===== src/design/trpq_pkg.sv =====
// ----------------------------------------------------------------------------
// trpq_pkg
// Shared types and fixed constants of the timed release priority queue.
// ----------------------------------------------------------------------------
package trpq_pkg;

    localparam int ID_W        = 16;
    localparam int TIME_W      = 32;
    localparam int PRIO_W      = 8;
    // most releases that one tick may produce
    localparam int MAX_RESULTS = 16;
    localparam int NCNT_W      = $clog2(MAX_RESULTS + 1);
    // task payload bits in one slot word (order rank sits above them)
    localparam int TASK_W      = ID_W + TIME_W + PRIO_W;

    // result kinds
    typedef enum logic [1:0] {
        KIND_ACCEPTED = 2'd0,
        KIND_REJECTED = 2'd1,
        KIND_RELEASED = 2'd2,
        KIND_NONE_DUE = 2'd3
    } kind_t;

    // classified command passed from the front to the engine
    typedef struct packed {
        logic                is_tick;
        logic [ID_W-1:0]     task_id;
        logic [TIME_W-1:0]   time_val;   // start time on schedule, now on tick
        logic [PRIO_W-1:0]   prio;
    } cmd_t;

endpackage


===== src/design/trpq_ram.sv =====
// ----------------------------------------------------------------------------
// trpq_ram
// Simple dual-port RAM: one write port, one read port with registered data.
// ----------------------------------------------------------------------------
module trpq_ram #(
    parameter int WIDTH = 8,
    parameter int DEPTH = 16
) (
    input  logic                     clk,
    input  logic                     we,
    input  logic [$clog2(DEPTH)-1:0] wr_addr,
    input  logic [WIDTH-1:0]         wr_data,
    input  logic                     re,
    input  logic [$clog2(DEPTH)-1:0] rd_addr,
    output logic [WIDTH-1:0]         rd_data
);

    logic [WIDTH-1:0] mem [DEPTH];

    always_ff @(posedge clk)
    begin
        if (we)
        begin
            mem[wr_addr] <= wr_data;
        end
        if (re)
        begin
            rd_data <= mem[rd_addr];
        end
    end

endmodule


===== src/design/trpq_front.sv =====
// ----------------------------------------------------------------------------
// trpq_front
// Input side: takes stream transfers, classifies them as schedule or tick
// and buffers them in a two-entry command queue for the engine.
// ----------------------------------------------------------------------------
module trpq_front
    import trpq_pkg::*;
(
    input  logic        clk,
    input  logic        rst_n,
    input  logic        s_tvalid,
    output logic        s_tready,
    input  logic [87:0] s_tdata,
    input  logic        s_tuser,
    output logic        cmd_valid,
    input  logic        cmd_ready,
    output cmd_t        cmd
);

    cmd_t       fifo_reg [2];
    logic       wr_ptr_reg, wr_ptr_next;
    logic       rd_ptr_reg, rd_ptr_next;
    logic [1:0] fill_reg, fill_next;
    cmd_t       in_cmd;
    logic       push, pop;

    // classify: keep the one time field the command uses
    always_comb
    begin
        in_cmd.is_tick  = s_tuser;
        in_cmd.task_id  = s_tdata[15:0];
        in_cmd.prio     = s_tdata[55:48];
        in_cmd.time_val = s_tuser ? s_tdata[87:56] : s_tdata[47:16];
    end

    assign s_tready  = (fill_reg != 2'd2);
    assign cmd_valid = (fill_reg != 2'd0);
    assign cmd       = fifo_reg[rd_ptr_reg];
    assign push      = s_tvalid && s_tready;
    assign pop       = cmd_valid && cmd_ready;

    // queue pointers and fill level
    always_comb
    begin
        wr_ptr_next = push ? ~wr_ptr_reg : wr_ptr_reg;
        rd_ptr_next = pop ? ~rd_ptr_reg : rd_ptr_reg;
        fill_next   = fill_reg;
        if (push && !pop)
        begin
            fill_next = fill_reg + 2'd1;
        end
        else if (pop && !push)
        begin
            fill_next = fill_reg - 2'd1;
        end
    end

    always_ff @(posedge clk or negedge rst_n)
    begin
        if (!rst_n)
        begin
            wr_ptr_reg <= 1'b0;
            rd_ptr_reg <= 1'b0;
            fill_reg   <= 2'd0;
        end
        else
        begin
            wr_ptr_reg <= wr_ptr_next;
            rd_ptr_reg <= rd_ptr_next;
            fill_reg   <= fill_next;
        end
    end

    // queue storage
    always_ff @(posedge clk)
    begin
        if (push)
        begin
            fifo_reg[wr_ptr_reg] <= in_cmd;
        end
    end

endmodule


===== src/design/trpq_engine.sv =====
// ----------------------------------------------------------------------------
// trpq_engine
// Back end: slot store, insertion, and the release scan. Each scan pass reads
// every slot once from the slot memory, keeps the best due task (not once the
// tick's release limit is reached) and applies the rank shift left by the
// previous release. Results leave through a single output register.
// ----------------------------------------------------------------------------
module trpq_engine
    import trpq_pkg::*;
#(
    parameter int QUEUE_DEPTH = 16
) (
    input  logic        clk,
    input  logic        rst_n,
    input  logic        cmd_valid,
    output logic        cmd_ready,
    input  cmd_t        cmd,
    output logic        m_tvalid,
    input  logic        m_tready,
    output logic [55:0] m_tdata,
    output logic [1:0]  m_tuser,
    output logic        m_tlast
);

    localparam int IW     = $clog2(QUEUE_DEPTH);
    localparam int CW     = $clog2(QUEUE_DEPTH + 1);
    localparam int WORD_W = IW + TASK_W;
    localparam logic [IW-1:0] LAST_IDX = IW'(QUEUE_DEPTH - 1);
    localparam logic [CW-1:0] FULL_CNT = CW'(QUEUE_DEPTH);

    typedef enum logic [2:0] {
        ST_IDLE   = 3'b001,
        ST_SCAN   = 3'b010,
        ST_DECIDE = 3'b100
    } state_t;

    state_t                 state_reg, state_next;
    logic [QUEUE_DEPTH-1:0] valid_reg, valid_next;
    logic [CW-1:0]          count_reg, count_next;
    logic [TIME_W-1:0]      now_reg, now_next;
    logic [IW-1:0]          rd_cnt_reg, rd_cnt_next;
    logic                   rd_busy_reg, rd_busy_next;
    logic                   d_valid_reg, d_valid_next;
    logic [IW-1:0]          d_idx_reg, d_idx_next;
    logic                   pend_reg, pend_next;
    logic [IW-1:0]          pend_rank_reg, pend_rank_next;
    logic                   fix_only_reg, fix_only_next;
    logic [NCNT_W-1:0]      n_reg, n_next;
    logic                   best_found_reg, best_found_next;
    logic [IW-1:0]          best_idx_reg, best_idx_next;
    logic [ID_W-1:0]        best_id_reg, best_id_next;
    logic [TIME_W-1:0]      best_start_reg, best_start_next;
    logic [PRIO_W-1:0]      best_prio_reg, best_prio_next;
    logic [IW-1:0]          best_order_reg, best_order_next;
    logic                   held_valid_reg, held_valid_next;
    logic [ID_W-1:0]        held_id_reg, held_id_next;
    logic [TIME_W-1:0]      held_start_reg, held_start_next;
    logic [PRIO_W-1:0]      held_prio_reg, held_prio_next;
    logic                   out_valid_reg, out_valid_next;
    kind_t                  out_kind_reg, out_kind_next;
    logic [ID_W-1:0]        out_id_reg, out_id_next;
    logic [TIME_W-1:0]      out_start_reg, out_start_next;
    logic [PRIO_W-1:0]      out_prio_reg, out_prio_next;
    logic                   out_last_reg, out_last_next;

    logic              ram_we, ram_re;
    logic [IW-1:0]     ram_wr_addr, ram_rd_addr;
    logic [WORD_W-1:0] ram_wr_data, ram_rd_data;

    logic              out_free;
    logic [IW-1:0]     free_idx;
    logic [ID_W-1:0]   w_id;
    logic [TIME_W-1:0] w_start;
    logic [PRIO_W-1:0] w_prio;
    logic [IW-1:0]     w_order, w_order_adj;
    logic              slot_live, cand, better;

    // slot memory: {rank, priority, start, id}
    trpq_ram #(
        .WIDTH (WORD_W),
        .DEPTH (QUEUE_DEPTH)
    ) u_slots (
        .clk     (clk),
        .we      (ram_we),
        .wr_addr (ram_wr_addr),
        .wr_data (ram_wr_data),
        .re      (ram_re),
        .rd_addr (ram_rd_addr),
        .rd_data (ram_rd_data)
    );

    assign out_free = !out_valid_reg || m_tready;

    // lowest free slot
    always_comb
    begin
        free_idx = '0;
        for (int i = QUEUE_DEPTH - 1; i >= 0; i--)
        begin
            if (!valid_reg[i])
            begin
                free_idx = IW'(i);
            end
        end
    end

    // scan data stage: unpack, shift rank, compare against best so far
    always_comb
    begin
        w_id        = ram_rd_data[ID_W-1:0];
        w_start     = ram_rd_data[ID_W+TIME_W-1:ID_W];
        w_prio      = ram_rd_data[TASK_W-1:ID_W+TIME_W];
        w_order     = ram_rd_data[WORD_W-1:TASK_W];
        w_order_adj = (pend_reg && (w_order > pend_rank_reg)) ? w_order - 1'b1 : w_order;
        slot_live   = valid_reg[d_idx_reg];
        cand        = d_valid_reg && !fix_only_reg && slot_live && (w_start <= now_reg);
        better      = !best_found_reg
                      || (w_start < best_start_reg)
                      || ((w_start == best_start_reg)
                          && ((w_prio < best_prio_reg)
                              || ((w_prio == best_prio_reg)
                                  && (w_order_adj < best_order_reg))));
    end

    // control
    always_comb
    begin
        state_next      = state_reg;
        valid_next      = valid_reg;
        count_next      = count_reg;
        now_next        = now_reg;
        rd_cnt_next     = rd_cnt_reg;
        rd_busy_next    = rd_busy_reg;
        d_valid_next    = 1'b0;
        d_idx_next      = rd_cnt_reg;
        pend_next       = pend_reg;
        pend_rank_next  = pend_rank_reg;
        fix_only_next   = fix_only_reg;
        n_next          = n_reg;
        best_found_next = best_found_reg;
        best_idx_next   = best_idx_reg;
        best_id_next    = best_id_reg;
        best_start_next = best_start_reg;
        best_prio_next  = best_prio_reg;
        best_order_next = best_order_reg;
        held_valid_next = held_valid_reg;
        held_id_next    = held_id_reg;
        held_start_next = held_start_reg;
        held_prio_next  = held_prio_reg;
        out_valid_next  = out_valid_reg && !m_tready;
        out_kind_next   = out_kind_reg;
        out_id_next     = out_id_reg;
        out_start_next  = out_start_reg;
        out_prio_next   = out_prio_reg;
        out_last_next   = out_last_reg;
        cmd_ready       = 1'b0;
        ram_we          = 1'b0;
        ram_wr_addr     = d_idx_reg;
        ram_wr_data     = {w_order_adj, w_prio, w_start, w_id};
        ram_re          = 1'b0;
        ram_rd_addr     = rd_cnt_reg;

        case (state_reg)
            ST_IDLE:
            begin
                if (cmd_valid && out_free)
                begin
                    cmd_ready = 1'b1;
                    if (cmd.is_tick)
                    begin
                        now_next        = cmd.time_val;
                        n_next          = '0;
                        pend_next       = 1'b0;
                        fix_only_next   = 1'b0;
                        best_found_next = 1'b0;
                        held_valid_next = 1'b0;
                        rd_cnt_next     = '0;
                        rd_busy_next    = 1'b1;
                        state_next      = ST_SCAN;
                    end
                    else
                    begin
                        out_valid_next = 1'b1;
                        out_id_next    = '0;
                        out_start_next = '0;
                        out_prio_next  = '0;
                        out_last_next  = 1'b1;
                        if (count_reg == FULL_CNT)
                        begin
                            out_kind_next = KIND_REJECTED;
                        end
                        else
                        begin
                            out_kind_next        = KIND_ACCEPTED;
                            ram_we               = 1'b1;
                            ram_wr_addr          = free_idx;
                            ram_wr_data          = {IW'(count_reg), cmd.prio,
                                                    cmd.time_val, cmd.task_id};
                            valid_next[free_idx] = 1'b1;
                            count_next           = count_reg + 1'b1;
                        end
                    end
                end
            end

            ST_SCAN:
            begin
                // read issue
                if (rd_busy_reg)
                begin
                    ram_re       = 1'b1;
                    d_valid_next = 1'b1;
                    if (rd_cnt_reg == LAST_IDX)
                    begin
                        rd_busy_next = 1'b0;
                    end
                    else
                    begin
                        rd_cnt_next = rd_cnt_reg + 1'b1;
                    end
                end
                // data stage
                if (d_valid_reg)
                begin
                    ram_we = pend_reg && slot_live;
                    if (cand && better)
                    begin
                        best_found_next = 1'b1;
                        best_idx_next   = d_idx_reg;
                        best_id_next    = w_id;
                        best_start_next = w_start;
                        best_prio_next  = w_prio;
                        best_order_next = w_order_adj;
                    end
                    if (d_idx_reg == LAST_IDX)
                    begin
                        state_next = ST_DECIDE;
                    end
                end
            end

            ST_DECIDE:
            begin
                if (best_found_reg)
                begin
                    if (!held_valid_reg || out_free)
                    begin
                        // previous release goes out, it is not the final one
                        if (held_valid_reg)
                        begin
                            out_valid_next = 1'b1;
                            out_kind_next  = KIND_RELEASED;
                            out_id_next    = held_id_reg;
                            out_start_next = held_start_reg;
                            out_prio_next  = held_prio_reg;
                            out_last_next  = 1'b0;
                        end
                        held_valid_next           = 1'b1;
                        held_id_next              = best_id_reg;
                        held_start_next           = best_start_reg;
                        held_prio_next            = best_prio_reg;
                        valid_next[best_idx_reg]  = 1'b0;
                        count_next                = count_reg - 1'b1;
                        pend_next                 = 1'b1;
                        pend_rank_next            = best_order_reg;
                        n_next                    = n_reg + 1'b1;
                        fix_only_next             = (n_reg == NCNT_W'(MAX_RESULTS - 1));
                        best_found_next           = 1'b0;
                        rd_cnt_next               = '0;
                        rd_busy_next              = 1'b1;
                        state_next                = ST_SCAN;
                    end
                end
                else if (out_free)
                begin
                    // tick done: final result
                    out_valid_next = 1'b1;
                    out_last_next  = 1'b1;
                    if (held_valid_reg)
                    begin
                        out_kind_next  = KIND_RELEASED;
                        out_id_next    = held_id_reg;
                        out_start_next = held_start_reg;
                        out_prio_next  = held_prio_reg;
                    end
                    else
                    begin
                        out_kind_next  = KIND_NONE_DUE;
                        out_id_next    = '0;
                        out_start_next = '0;
                        out_prio_next  = '0;
                    end
                    held_valid_next = 1'b0;
                    pend_next       = 1'b0;
                    state_next      = ST_IDLE;
                end
            end

            default:
            begin
                state_next = ST_IDLE;
            end
        endcase
    end

    // control registers
    always_ff @(posedge clk or negedge rst_n)
    begin
        if (!rst_n)
        begin
            state_reg      <= ST_IDLE;
            valid_reg      <= '0;
            count_reg      <= '0;
            rd_busy_reg    <= 1'b0;
            d_valid_reg    <= 1'b0;
            pend_reg       <= 1'b0;
            fix_only_reg   <= 1'b0;
            n_reg          <= '0;
            best_found_reg <= 1'b0;
            held_valid_reg <= 1'b0;
            out_valid_reg  <= 1'b0;
        end
        else
        begin
            state_reg      <= state_next;
            valid_reg      <= valid_next;
            count_reg      <= count_next;
            rd_busy_reg    <= rd_busy_next;
            d_valid_reg    <= d_valid_next;
            pend_reg       <= pend_next;
            fix_only_reg   <= fix_only_next;
            n_reg          <= n_next;
            best_found_reg <= best_found_next;
            held_valid_reg <= held_valid_next;
            out_valid_reg  <= out_valid_next;
        end
    end

    // payload registers
    always_ff @(posedge clk)
    begin
        now_reg        <= now_next;
        rd_cnt_reg     <= rd_cnt_next;
        d_idx_reg      <= d_idx_next;
        pend_rank_reg  <= pend_rank_next;
        best_idx_reg   <= best_idx_next;
        best_id_reg    <= best_id_next;
        best_start_reg <= best_start_next;
        best_prio_reg  <= best_prio_next;
        best_order_reg <= best_order_next;
        held_id_reg    <= held_id_next;
        held_start_reg <= held_start_next;
        held_prio_reg  <= held_prio_next;
        out_kind_reg   <= out_kind_next;
        out_id_reg     <= out_id_next;
        out_start_reg  <= out_start_next;
        out_prio_reg   <= out_prio_next;
        out_last_reg   <= out_last_next;
    end

    assign m_tvalid = out_valid_reg;
    assign m_tuser  = out_kind_reg;
    assign m_tlast  = out_last_reg;
    assign m_tdata  = {out_prio_reg, out_start_reg, out_id_reg};

    // occupancy count tracks the valid bits
    a_count_matches: assert property (@(posedge clk) disable iff (!rst_n)
        $countones(valid_reg) == count_reg)
        else $error("slot count differs from number of valid slots");

    a_count_bound: assert property (@(posedge clk) disable iff (!rst_n)
        count_reg <= FULL_CNT)
        else $error("slot count beyond queue depth");

    // a released task is always due at the tick time
    a_release_due: assert property (@(posedge clk) disable iff (!rst_n)
        (out_valid_reg && (out_kind_reg == KIND_RELEASED)) |-> (out_start_reg <= now_reg))
        else $error("released task not yet due");

    // scan data only appears during a scan pass
    a_data_in_scan: assert property (@(posedge clk) disable iff (!rst_n)
        d_valid_reg |-> (state_reg == ST_SCAN))
        else $error("slot data returned outside a scan pass");

    // a new command is only taken when no tick is in progress
    a_pop_idle: assert property (@(posedge clk) disable iff (!rst_n)
        (cmd_valid && cmd_ready) |=> !$past(held_valid_reg))
        else $error("command taken with a release pending");

endmodule


===== src/design/timed_release_priority_queue.sv =====
// A schedule result passes the front command queue and the engine output register;
// while the engine is idle and the output is ready, schedules sustain one per cycle.
// A tick runs one scan pass per released task plus a closing pass, each reading every
// slot once; the engine holds one command at a time, two more are queued in front.
// Reset clears valid bits, counters and handshakes; slot memory is not cleared.
// ----------------------------------------------------------------------------
// timed_release_priority_queue
// Store of pending tasks released by tick time, then priority, then age.
// ----------------------------------------------------------------------------
module timed_release_priority_queue
    import trpq_pkg::*;
#(
    parameter int QUEUE_DEPTH = 16
) (
    input  logic        clk,
    input  logic        rst_n,
    input  logic        s_tvalid,
    output logic        s_tready,
    input  logic [87:0] s_tdata,   // task_id, start, priority_req, now
    input  logic        s_tuser,   // cmd
    output logic        m_tvalid,
    input  logic        m_tready,
    output logic [55:0] m_tdata,   // out_task_id, out_start_time, out_priority
    output logic [1:0]  m_tuser,   // kind
    output logic        m_tlast
);

    logic cmd_valid;
    logic cmd_ready;
    cmd_t cmd;

    // input classification and command queue
    trpq_front u_front (
        .clk       (clk),
        .rst_n     (rst_n),
        .s_tvalid  (s_tvalid),
        .s_tready  (s_tready),
        .s_tdata   (s_tdata),
        .s_tuser   (s_tuser),
        .cmd_valid (cmd_valid),
        .cmd_ready (cmd_ready),
        .cmd       (cmd)
    );

    // slot store and release engine
    trpq_engine #(
        .QUEUE_DEPTH (QUEUE_DEPTH)
    ) u_engine (
        .clk       (clk),
        .rst_n     (rst_n),
        .cmd_valid (cmd_valid),
        .cmd_ready (cmd_ready),
        .cmd       (cmd),
        .m_tvalid  (m_tvalid),
        .m_tready  (m_tready),
        .m_tdata   (m_tdata),
        .m_tuser   (m_tuser),
        .m_tlast   (m_tlast)
    );

endmodule

===== config.mk =====
export PLATFORM = sky130hd
export DESIGN_NAME = timed_release_priority_queue
export DESIGN_NICKNAME = d
export VERILOG_FILES = /design/src/design/trpq_pkg.sv /design/src/design/trpq_ram.sv /design/src/design/trpq_front.sv /design/src/design/trpq_engine.sv /design/src/design/timed_release_priority_queue.sv
export SDC_FILE = /design/constraint.sdc
export NUM_CORES = 1
export LEC_CHECK = 0
export ABC_CLOCK_PERIOD_IN_PS = 10400
export BUFFER_PORTS_ARGS = -buffer_cell sky130_fd_sc_hd__buf_2
export CAP_MARGIN = 30
export CORE_MARGIN = 3
export CORE_UTILIZATION = 55
export CTS_CLUSTER_SIZE = 8
export DETAILED_ROUTE_END_ITERATION = 8
export PLACE_DENSITY = 0.75
export SETUP_SLACK_MARGIN = 0.3
export SLEW_MARGIN = 20
export SYNTH_ARGS = -nofsm -noshare
export SYNTH_HDL_FRONTEND = slang
export SYNTH_SLANG_ARGS = --single-unit

===== constraint.sdc =====
create_clock -name clk -period 10.4 [get_ports clk]
set_clock_uncertainty 0.2 [all_clocks]
set_input_delay 2.08 -clock clk [delete_from_list [all_inputs] [get_ports clk]]
set_output_delay 2.08 -clock clk [all_outputs]
set_load 0.05 [all_outputs]

# Word-level counts from Yosys, hierarchy flattened
# Memory sizes are Yosys's and may differ from the RTL's. A register that Yosys moved wholly into a read port is not among the register bits.
# Index checks and enable logic that the tools add are counted.
[word_totals]
ff_bits = 262
ram_bits = 1074
input_bits = 93
output_inout_bits = 61
mem_count = 2
[memory_table]
columns = ["memory", "words", "word_bits", "rd", "rd_clocked_by_memory_dff", "write_ports", "line_no", "rtl"]
rows = [
  ["u_engine.u_slots.mem", 16, 60, 1, 1, 1, "trpq_ram.sv:18", "logic [WIDTH-1:0] mem [DEPTH];"],
  ["u_front.fifo_reg", 2, 57, 1, 0, 1, "trpq_front.sv:20", "cmd_t fifo_reg [2];"],
]
[classes]
addsub = 7
n_lt_le_gt_ge = 10
n_eq_ne = 24
muxes = 146
n_bitwise = 5
reduce_logical = 43
[op_table]
columns = ["op", "n"]
rows = [
  ["32-bit 2-to-1 mux", 8],
  ["60-bit 2-to-1 mux", 4],
  ["16-bit 2-to-1 mux", 12],
  ["4-bit 2-to-1 mux", 27],
  ["16-bit case mux with 2 select lines", 2],
  ["32-bit case mux with 2 select lines", 1],
  ["8-bit 2-to-1 mux", 7],
  ["1-bit 2-to-1 mux", 45],
  ["5-bit 2-to-1 mux", 9],
  ["32-bit == test", 1],
  ["32-bit <= comparator", 1],
  ["32-bit < comparator", 1],
  ["3-bit 2-to-1 mux", 7],
  ["5-bit case mux with 2 select lines", 2],
  ["5-bit AND reduction", 4],
  ["6-bit AND reduction", 3],
  ["16-bit bitwise AND", 1],
  ["1-bit logical AND", 16],
  ["2-bit 2-to-1 mux", 8],
  ["16-bit NOT", 1],
  ["16-bit OR", 1],
  ["8-bit case mux with 2 select lines", 1],
  ["4-bit by 5-bit < comparator with 1-bit output (second input constant)", 3],
  ["2-bit by 1-bit inequality test with 1-bit output (second input constant)", 7],
  ["34 further kinds", 63],
]

# Longest topological paths before layout
# Gate-level depths: netlist of the first run.
[depth]
depth_word = 25
ltp_mapped = 14
mapped_depth_nobuf = 14

# Modules after synthesis
# A second synthesis of the first run with hierarchy kept.
[unflattened]
cells_unflattened = 2816
area_unflattened_um2 = 54717.5
[modules_own_cells]
columns = ["module", "n_inst", "cells_per_inst", "area_per_inst_um2", "seq_area_each_um2"]
rows = [
  ["trpq_ram", 1, 1548, 37707.4, 30629.4],
  ["trpq_engine", 1, 1037, 12228.0, 7533.5],
  ["trpq_front", 1, 231, 4782.1, 3523.4],
]

# Least setup slack after synthesis of the first run
# No wires, ideal clock.
[synth_timing]
path_kind = "register to register"
start = "register u_engine.u_slots.rd_data[57], read port of u_engine.u_slots.mem"
end = "register u_engine.best_id_reg[0] (enable)"
setup_time_ns = 0.644
t_arrival_ns = 9.051
setup_slack_ns = 0.505
stages_incl_launch_ff = 14
n_path_buf = 0
path_cell_list = "edfxtp_1 > ha_1 > nor2b_1 > o211ai_1 > a21oi_1 > nand2_1 > xnor2_1 > ha_1 > a2111oi_0 > nand4_1 > mux2i_1 > nor3_1 > o221a_2 > nor4_1"
[synth_via]
elab_chain_len = 10
[synth_rtl]
columns = ["item", "line_no", "rtl"]
rows = [
  ["start: declaration", "trpq_ram.sv:15", "output logic [WIDTH-1:0] rd_data"],
  ["4-bit greater-than comparator", "trpq_engine.sv:114", "w_order_adj = (pend_reg && (w_order > pend_rank_reg)) ? w_order - 1'b1 : w_order;"],
  ["1-bit logical AND", "trpq_engine.sv:114", ""],
  ["4-bit 2-to-1 mux *", "trpq_engine.sv:114", ""],
  ["named net u_engine.w_order_adj[3]", "trpq_engine.sv:75", "logic [IW-1:0] w_order, w_order_adj;"],
  ["4-bit < comparator *", "trpq_engine.sv:122", "&& (w_order_adj < best_order_reg))));"],
  ["1-bit logical AND *", "trpq_engine.sv:122", ""],
  ["1-bit logical OR *", "trpq_engine.sv:121", "|| ((w_prio == best_prio_reg)"],
  ["1-bit logical AND *", "trpq_engine.sv:120", "&& ((w_prio < best_prio_reg)"],
  ["1-bit logical OR *", "trpq_engine.sv:119", "|| ((w_start == best_start_reg)"],
  ["1-bit logical AND *", "trpq_engine.sv:226", "if (cand && better)"],
  ["3-bit AND reduction (no line) *", "--", ""],
  ["end signal: assignment", "trpq_engine.sv:347", "best_id_reg <= best_id_next;"],
  ["end: declaration", "trpq_engine.sv:51", "logic [ID_W-1:0] best_id_reg, best_id_next;"],
]
# The timed path passes the listed nets; every way through them passes the cells marked *.
# A chain may end at the register's enable or synchronous reset.

# Final worst setup path of the first run
[layout_timing]
start = "input port m_tready"
end = "memory u_engine.u_slots.mem[9][25] in the netlist's numbering (enable)"
[layout_via]
elab_chain_len = 6
[layout_rtl]
columns = ["item", "line_no", "rtl"]
rows = [
  ["start: declaration", "timed_release_priority_queue.sv:22", "input logic m_tready,"],
  ["1-bit logical OR *", "trpq_engine.sv:92", "assign out_free = !out_valid_reg || m_tready;"],
  ["1-bit logical AND *", "trpq_engine.sv:166", "if (cmd_valid && out_free)"],
  ["1-bit 2-to-1 mux", "trpq_engine.sv:166", ""],
  ["1-bit case mux with 2 select lines", "trpq_engine.sv:163", "case (state_reg)"],
  ["1-bit 2-to-1 mux", "trpq_ram.sv:22", "if (we)"],
  ["1-bit 2-to-1 mux (implied by the code)", "trpq_ram.sv:24", "mem[wr_addr] <= wr_data;"],
  ["end: declaration", "trpq_ram.sv:18", ""],
]
# Mark *: on every way between the ends. The rest lies on a longest branch, timed or not.

==> metrics.log, run 1 <==
[metrics] clk sink count: 1396
[metrics] share of cells above drive strength 1: 0.286
[metrics] maximum number of buffers from clock root to sink: 3
[metrics] Port Buf Inserts: 153
[metrics] antenna violations before repair: 1
[metrics] WP data required: 10.56 ns
[metrics] kind of cell with the highest combined delay on the critical path: buffers and inverters
[metrics] number of pins exceeding their max-slew limit in the final report: 0
[metrics] setup fix buffers added after clock tree synthesis: 0
[metrics] number of synthesized flops with an enable pin: 1353
[metrics] number of storage elements in the synthesis netlist: 1396
[metrics] highest fanout seen on the critical path: 43
[metrics] switching part of the total: 0.296
[metrics] detailed-route vias per instance: 6.45
[metrics] Inserted Clock Buffers: 193
[metrics] result of the run: finished, final reports clean
[metrics] DPL Wire Length: 65900 um
[metrics] fin util: 0.643
[metrics] H-Tree Level Count: 4
[metrics] CP Cell Sequence: buf_2 > nor2b_1 > nor4_4 > and2_1 > buf_4 > mux2i_1 > buf_4 > nor3_2 > buf_4 > buf_4
[metrics] period utilisation layout: 0.558
[metrics] effective utilization at floorplan: 0.559
[metrics] number of gates resized after CTS: 0
[metrics] # hold bufs at CTS: 0
[metrics] sequential share of the synthesized area: 0.766
[metrics] Crit Path Class: in2reg
[metrics] antenna violation net count after detailed routing: 0
[metrics] number of hold-slack violations in the final timing report: 0
[metrics] commonest cells in the netlist: sky130_fd_sc_hd__edfxtp_1, sky130_fd_sc_hd__mux4_2, sky130_fd_sc_hd__nand2_1
[metrics] layer with the highest usage after global routing: met2
[metrics] number of ports placed on the die boundary: 154
[metrics] layout-stage area growth over the synthesis result: 15.0%
[metrics] static leakage power: 21.2 nW
[metrics] PwrDens: 281 nW/um^2
[metrics] share of total power in sequential cells: 0.445
[metrics] residual DRC count: 0
[metrics] Synth Area per Inst: 20.7 um^2
[metrics] Pre-antenna DRT Iters: 6
[metrics] clock network fraction of design power: 0.316
[metrics] horizontal die dimension: 321 um
[metrics] GRT Total Usage: 0.251
[metrics] setup repair after global routing missed its margin: no
[metrics] top-count cell post-synth: sky130_fd_sc_hd__edfxtp_1
[metrics] GR Layer Usage met3: 0.0574
[metrics] max reg flops: 960
[metrics] synth unique cells: 63
[metrics] fraction of registers with async set or reset after synthesis: 0.0279
[metrics] crit end category: flip-flop
[metrics] sum of routed wire length over all layers: 127000 um
[metrics] Syn Std Cell Area: 54500 um^2
[metrics] Max Clk Rate: 0.172 GHz
[metrics] antenna diode count: 0
[metrics] critical path's largest stage delay: 0.72 ns
[metrics] met2 Track Usage GR: 0.405
[metrics] wire length of the first global-routing pass: 189000 um
[metrics] worst-case vdd ir drop: 0.183 mV
[metrics] filler cell count in the final layout: 6086
[metrics] slew of the pin with the lowest slew margin: 1.19 ns
[metrics] Post-Syn Instances: 2627
[metrics] ranking of synthesized cells by area: sky130_fd_sc_hd__edfxtp_1, sky130_fd_sc_hd__mux4_2, sky130_fd_sc_hd__ha_1, sky130_fd_sc_hd__dfrtp_1, sky130_fd_sc_hd__mux2_2
[metrics] routability congestion estimate from global placement: 0.824
[metrics] maximum number of pins on one net before global-route repair: 175
[metrics] number of violations of the max-capacitance limit: 0
[metrics] Sum Neg Setup Slack: 0 ns
[metrics] data arrival at the endpoint of the critical path: 5.96 ns
[metrics] count of buffering cells on the critical path with inverters included: 5
[metrics] standard-cell rows: 114
[metrics] cell-internal power: 12.4 mW
[metrics] number of warnings printed during yosys synthesis: 0
[metrics] WL/cell: 29.7 um
[metrics] library cell contributing the largest single delay on the critical path: sky130_fd_sc_hd__buf_4
[metrics] Comb power frac: 0.238
[metrics] switching pwr: 5.21 mW
[metrics] most used flip-flop cell after synthesis: sky130_fd_sc_hd__edfxtp_1
[metrics] Setup Viol. Count Final: 0
[metrics] headroom to the max-slew limit: 0.204
[metrics] initial drt markers: 3320
[metrics] Placeable Area: 97400 um^2
[metrics] Clock Pin Slew Worst Setup and Hold Paths: 0.05 ns
[metrics] CP Launch Type: input port
[metrics] top cell type by total area after synthesis: sky130_fd_sc_hd__edfxtp_1
[metrics] reg2reg setup slack: 5.15 ns
[metrics] Net count, final: 3137
[metrics] Die Outline Area: 103000 um^2
[metrics] proportion of netlist area held by the largest area contributor: 0.746
[metrics] clk_lat worst skew: 0.77 ns
[metrics] time the final worst path needs with I/O delays and setup: 5.80 ns
[metrics] number of vias after detailed routing: 27600
[metrics] die height: 321 um
[metrics] cell mode on critical path: sky130_fd_sc_hd__buf_4
[metrics] number of global-route vias before repair: 29100
[metrics] class of the tightest hold or removal check: reg2reg
[metrics] overflow left after global routing: 0
[metrics] TritonCTS clock tree: yes
[metrics] buffer type at the clock tree root: sky130_fd_sc_hd__clkbuf_16
[metrics] Mapped Nets: 2808
[metrics] GRT met1 Usage: 0.345
-- final timing paths --
| path | start | end | cells past startpoint |
|---|---|---|---|
| setup / recovery | m_tready | u_engine.u_slots.mem[9][25] | 10 |
| hold / removal | u_engine.best_id_reg[13] | u_engine.held_id_reg[13] | 0 |
| setup reg to reg | u_front.rd_ptr_reg | u_engine.u_slots.mem[9][25] | 9 |
| hold reg to reg | u_engine.best_id_reg[13] | u_engine.held_id_reg[13] | 0 |
| max in group asynchronous | rst_n | u_front.rd_ptr_reg | 2 |
| min in group asynchronous | rst_n | u_engine.count_reg[3] | 1 |
-- cell usage in the layout (no fill, tap or decap), drive strengths merged, types with 7 or more instances in the layout --
master,synthesis,routed
a21o,7,7
a21oi,41,41
a31oi,8,8
and2,60,60
buf,40,233
clkbuf,62,227
clkinv,0,9
dfrtp,38,38
edfxtp,1353,1353
ha,87,87
inv,100,107
mux2,68,68
mux2i,31,31
mux4,304,304
nand2,163,163
nand3,23,23
nand4,19,19
nor2,28,28
nor2b,7,7
nor3,25,25
o211ai,7,7
o21ai,69,69
xnor2,13,13
-- cells by family after synthesis --
| group | synth area share |
|---|---|
| flops | 0.766 |
| mux | 0.146 |
| simple gates | 0.0318 |
| buf+inv | 0.0146 |
| compound gates | 0.0195 |
| fa+ha+maj | 0.0204 |
| xor+xnor | 0.00257 |
-- routing by layer --
layer	vias up	wire length, um
li1	11300	-
met5	-	0
met2	1693	62700
met1	14400	48600
met4	0	3710
met3	264	12000
-- area by class of cell --
cell class | count | area, um^2 | share of cell area
Timing Repair Buffer | 236 | 1590 | 0.0254
Multi-Input combinational cell | 1029 | 12100 | 0.193
Tap cell | 1276 | 1600 | 0.0255
Inverter | 100 | 375 | 0.00599
Sequential cell | 1396 | 41700 | 0.666
Clock inverter | 17 | 288 | 0.00460
Clock buffer | 224 | 4970 | 0.0793
-- through the flow --
step,hold slack [ns],power [mW],cell area (um^2),instances,setup slack [ns]
after floorplan,0.146,10.7,54500,2627,0.505
after global placement,0.205,11.8,57000,4005,3.95
after detailed placement,0.205,12.0,57100,4024,3.95
after CTS,0.212,17.6,62400,4265,4.66
after global routing,0.215,18.3,62600,4278,4.51
final,0.202,17.6,62600,4278,4.60
-- power by group through the flow --
stage	combinational, mW	sequential (mW)	clock [mW]
CTS	4.14	7.85	5.65
finish	4.20	7.84	5.57
global route	4.49	7.89	5.88
global placement	3.84	7.91	0
floorplan	2.52	8.16	0
detailed placement	4.07	7.93	0
Note: power is estimated with default switching activity, not from simulation.
==> run 2: changes to the inputs <==
--- a/config.mk
+++ b/config.mk
@@ -5,14 +5,14 @@
 export SDC_FILE = /design/constraint.sdc
 export NUM_CORES = 1
 export LEC_CHECK = 0
-export ABC_CLOCK_PERIOD_IN_PS = 10400
+export ABC_CLOCK_PERIOD_IN_PS = 5780
 export BUFFER_PORTS_ARGS = -buffer_cell sky130_fd_sc_hd__buf_2
 export CAP_MARGIN = 30
 export CORE_MARGIN = 3
 export CORE_UTILIZATION = 55
 export CTS_CLUSTER_SIZE = 8
 export DETAILED_ROUTE_END_ITERATION = 8
-export PLACE_DENSITY = 0.75
+export PLACE_DENSITY = 0.73
 export SETUP_SLACK_MARGIN = 0.3
 export SLEW_MARGIN = 20
 export SYNTH_ARGS = -nofsm -noshare
==> constraint.sdc (replaced) <==
create_clock -name clk -period 5.78 [get_ports clk]
set_clock_uncertainty 0.2 [all_clocks]
set_input_delay 1.156 -clock clk [delete_from_list [all_inputs] [get_ports clk]]
set_output_delay 1.156 -clock clk [all_outputs]
set_load 0.05 [all_outputs]
==> run 2 against run 1 <==
Effect of this change:
- via count down 1.6%
- total power is 80% higher
- critical endpoint is now u_engine.best_prio_reg[5]
- count of clock-buffer cells in the layout is 2 lower
- wire length fell by 2.3%
- first-iteration DRC count down 4.3%
==> metrics.log, run 2 (synthesized netlist as in run 1, its figures left out) <==
[metrics] sum of routed wire length over all layers: 124000 um
[metrics] worst-case vdd ir drop: 0.299 mV
[metrics] number of global-route vias before repair: 28600
[metrics] class of the tightest hold or removal check: in2async
[metrics] initial drt markers: 3178
[metrics] number of hold-slack violations in the final timing report: 0
[metrics] clk_lat worst skew: 0.78 ns
[metrics] number of pins exceeding their max-slew limit in the final report: 0
[metrics] crit end category: flip-flop
[metrics] Inserted Clock Buffers: 192
[metrics] wire length of the first global-routing pass: 185000 um
[metrics] WL/cell: 29.0 um
[metrics] Net count, final: 3135
[metrics] time the final worst path needs with I/O delays and setup: 4.76 ns
[metrics] layout-stage area growth over the synthesis result: 15.4%
[metrics] share of cells above drive strength 1: 0.286
[metrics] GR Layer Usage met3: 0.0499
[metrics] clk sink count: 1396
[metrics] R2R Path Start: u_engine.u_slots.rd_data[57]
[metrics] overflow left after global routing: 0
[metrics] number of violations of the max-capacitance limit: 0
[metrics] Sum Neg Setup Slack: 0 ns
[metrics] TritonCTS clock tree: yes
[metrics] WP data required: 5.97 ns
[metrics] post-route non-filler standard cell count: 4275
[metrics] minimum setup slack after placement: 1.07 ns
[metrics] Clock Pin Slew Worst Setup and Hold Paths: 0.05 ns
[metrics] detailed-route vias per instance: 6.35
[metrics] fin util: 0.645
[metrics] number of instances in the placed design: 4026
[metrics] antenna violation net count after detailed routing: 0
[metrics] number of vias after detailed routing: 27200
[metrics] Setup Viol. Count Final: 0
[metrics] number of cell instances on the worst register-to-register path: 15
[metrics] post-layout worst setup margin: 1.02 ns
[metrics] maximum number of pins on one net before global-route repair: 138
[metrics] slew of the pin with the lowest slew margin: 1.02 ns
[metrics] period utilisation layout: 0.824
[metrics] static leakage power: 21.2 nW
[metrics] effective utilization at floorplan: 0.559
[metrics] Design Power: 31.7 mW
[metrics] most frequent cells in the layout: sky130_fd_sc_hd__edfxtp_1, sky130_fd_sc_hd__mux4_2, sky130_fd_sc_hd__clkbuf_16
[metrics] number of ports placed on the die boundary: 154
[metrics] terminus of the critical flop-to-flop path: u_engine.best_prio_reg[5]
[metrics] highest fanout seen on the critical path: 40
[metrics] maximum number of buffers from clock root to sink: 3
[metrics] data arrival at the endpoint of the critical path: 4.95 ns
[metrics] die height: 321 um
[metrics] layer with the highest usage after global routing: met2
[metrics] routability congestion estimate from global placement: 0.902
[metrics] Worst Hold Margin: 0.0646 ns
[metrics] GRT Total Usage: 0.246
[metrics] H-Tree Level Count: 4
[metrics] max reg flops: 960
[metrics] result of the run: finished, final reports clean
[metrics] cell mode on critical path: sky130_fd_sc_hd__ha_1
[metrics] Die Outline Area: 103000 um^2
[metrics] fin area: 62800 um^2
[metrics] Port Buf Inserts: 153
[metrics] filler cell count in the final layout: 6213
[metrics] standard-cell rows: 114
[metrics] setup fix buffers added after clock tree synthesis: 0
[metrics] cell area reported after detailed placement: 57400 um^2
[metrics] GRT met1 Usage: 0.348
[metrics] reg2reg setup slack: 1.02 ns
[metrics] residual DRC count: 0
[metrics] met2 Track Usage GR: 0.387
[metrics] setup repair after global routing missed its margin: no
[metrics] Placeable Area: 97400 um^2
[metrics] CP Launch Type: flip-flop
[metrics] library cell contributing the largest single delay on the critical path: sky130_fd_sc_hd__edfxtp_1
[metrics] buffer type at the clock tree root: sky130_fd_sc_hd__clkbuf_16
[metrics] CP Cell Sequence: ha_1 > nor2b_1 > o211ai_1 > a21oi_2 > nand2_1 > xnor2_2 > ha_1 > a2111oi_4 > nand4_1 > mux2i_1 > nor3_1 > o221a_2 > nor4_4 > buf_4 > buf_16
[metrics] CP Launch Point: u_engine.u_slots.rd_data[57]
[metrics] Crit Path Class: reg2reg
[metrics] horizontal die dimension: 321 um
[metrics] Pre-antenna DRT Iters: 6
[metrics] headroom to the max-slew limit: 0.321
[metrics] antenna violations before repair: 7
[metrics] # hold bufs at CTS: 0
[metrics] number of gates resized after CTS: 0
[metrics] critical path's largest stage delay: 0.43 ns
[metrics] Max Clk Rate: 0.210 GHz
[metrics] worst setup path endpoint: u_engine.best_prio_reg[5]
[metrics] DPL Wire Length: 66600 um
[metrics] PwrDens: 505 nW/um^2
[metrics] most common library cell in the layout ignoring fill and taps: sky130_fd_sc_hd__edfxtp_1
run 2: cell count changes in the layout (fill, tap and decap cells not counted), moves of 5 or more:
cell	before	now
sky130_fd_sc_hd__buf_12	8	21
sky130_fd_sc_hd__buf_16	7	2
sky130_fd_sc_hd__buf_2	168	157
sky130_fd_sc_hd__clkinv_16	3	8
sky130_fd_sc_hd__nor3_2	13	5
sky130_fd_sc_hd__nor3_4	4	12
run 2: worst min-delay path by stage:
| stage | from | to | depth (start not counted) |
|---|---|---|---|
| after global routing | rst_n | u_engine.count_reg[1] | 1 |
| after CTS | u_engine.best_id_reg[5] | u_engine.held_id_reg[5] | 0 |
| final | rst_n | u_engine.count_reg[4] | 1 |
| after global placement | u_engine.best_id_reg[13] | u_engine.held_id_reg[13] | 0 |
| after floorplan | u_engine.d_idx_next[2] | u_engine.d_idx_reg[2] | 0 |
| after detailed placement | u_engine.best_id_reg[13] | u_engine.held_id_reg[13] | 0 |
run 2: routing by layer:
layer / up-vias / wire, um / part of all wire
li1: 11300 / - / -
met1: 14200 / 49000 / 0.40
met2: 1445 / 60500 / 0.49
met3: 234 / 11000 / 0.089
met4: 2 / 3430 / 0.028
met5: - / 15 / 0.00012
run 2: report_power, final:
| group | internal [mW] | switching, mW |
|---|---|---|
| registers | 13.6 | 0.490 |
| logic | 2.69 | 4.98 |
| clock network | 5.95 | 4.03 |
| total | 22.2 | 9.50 |
run 2: cell type report:
cell class | instances | area (um^2) | share of cell area
tap | 1276 | 1600 | 0.0254
timing repair buffer | 235 | 1680 | 0.0268
antenna | 1 | 2.50 | 0.0000398
inverter | 100 | 375 | 0.00597
clock inverter | 16 | 374 | 0.00595
sequential | 1396 | 41700 | 0.664
multi-input combinational | 1029 | 12200 | 0.194
clock buffer | 222 | 4920 | 0.0783
run 2: worst max-delay path, delay by kind of cell, from the launching register on:
family	cells	cell delay, ns
XOR/XNOR	1	0.22
adder cells (fa/ha/maj)	2	0.64
AND/OR/NAND/NOR	5	0.84
flip-flops	1	0.43
AO/OA/AOI/OAI	4	1.12
multiplexers	1	0.16
buffers and inverters	2	0.73
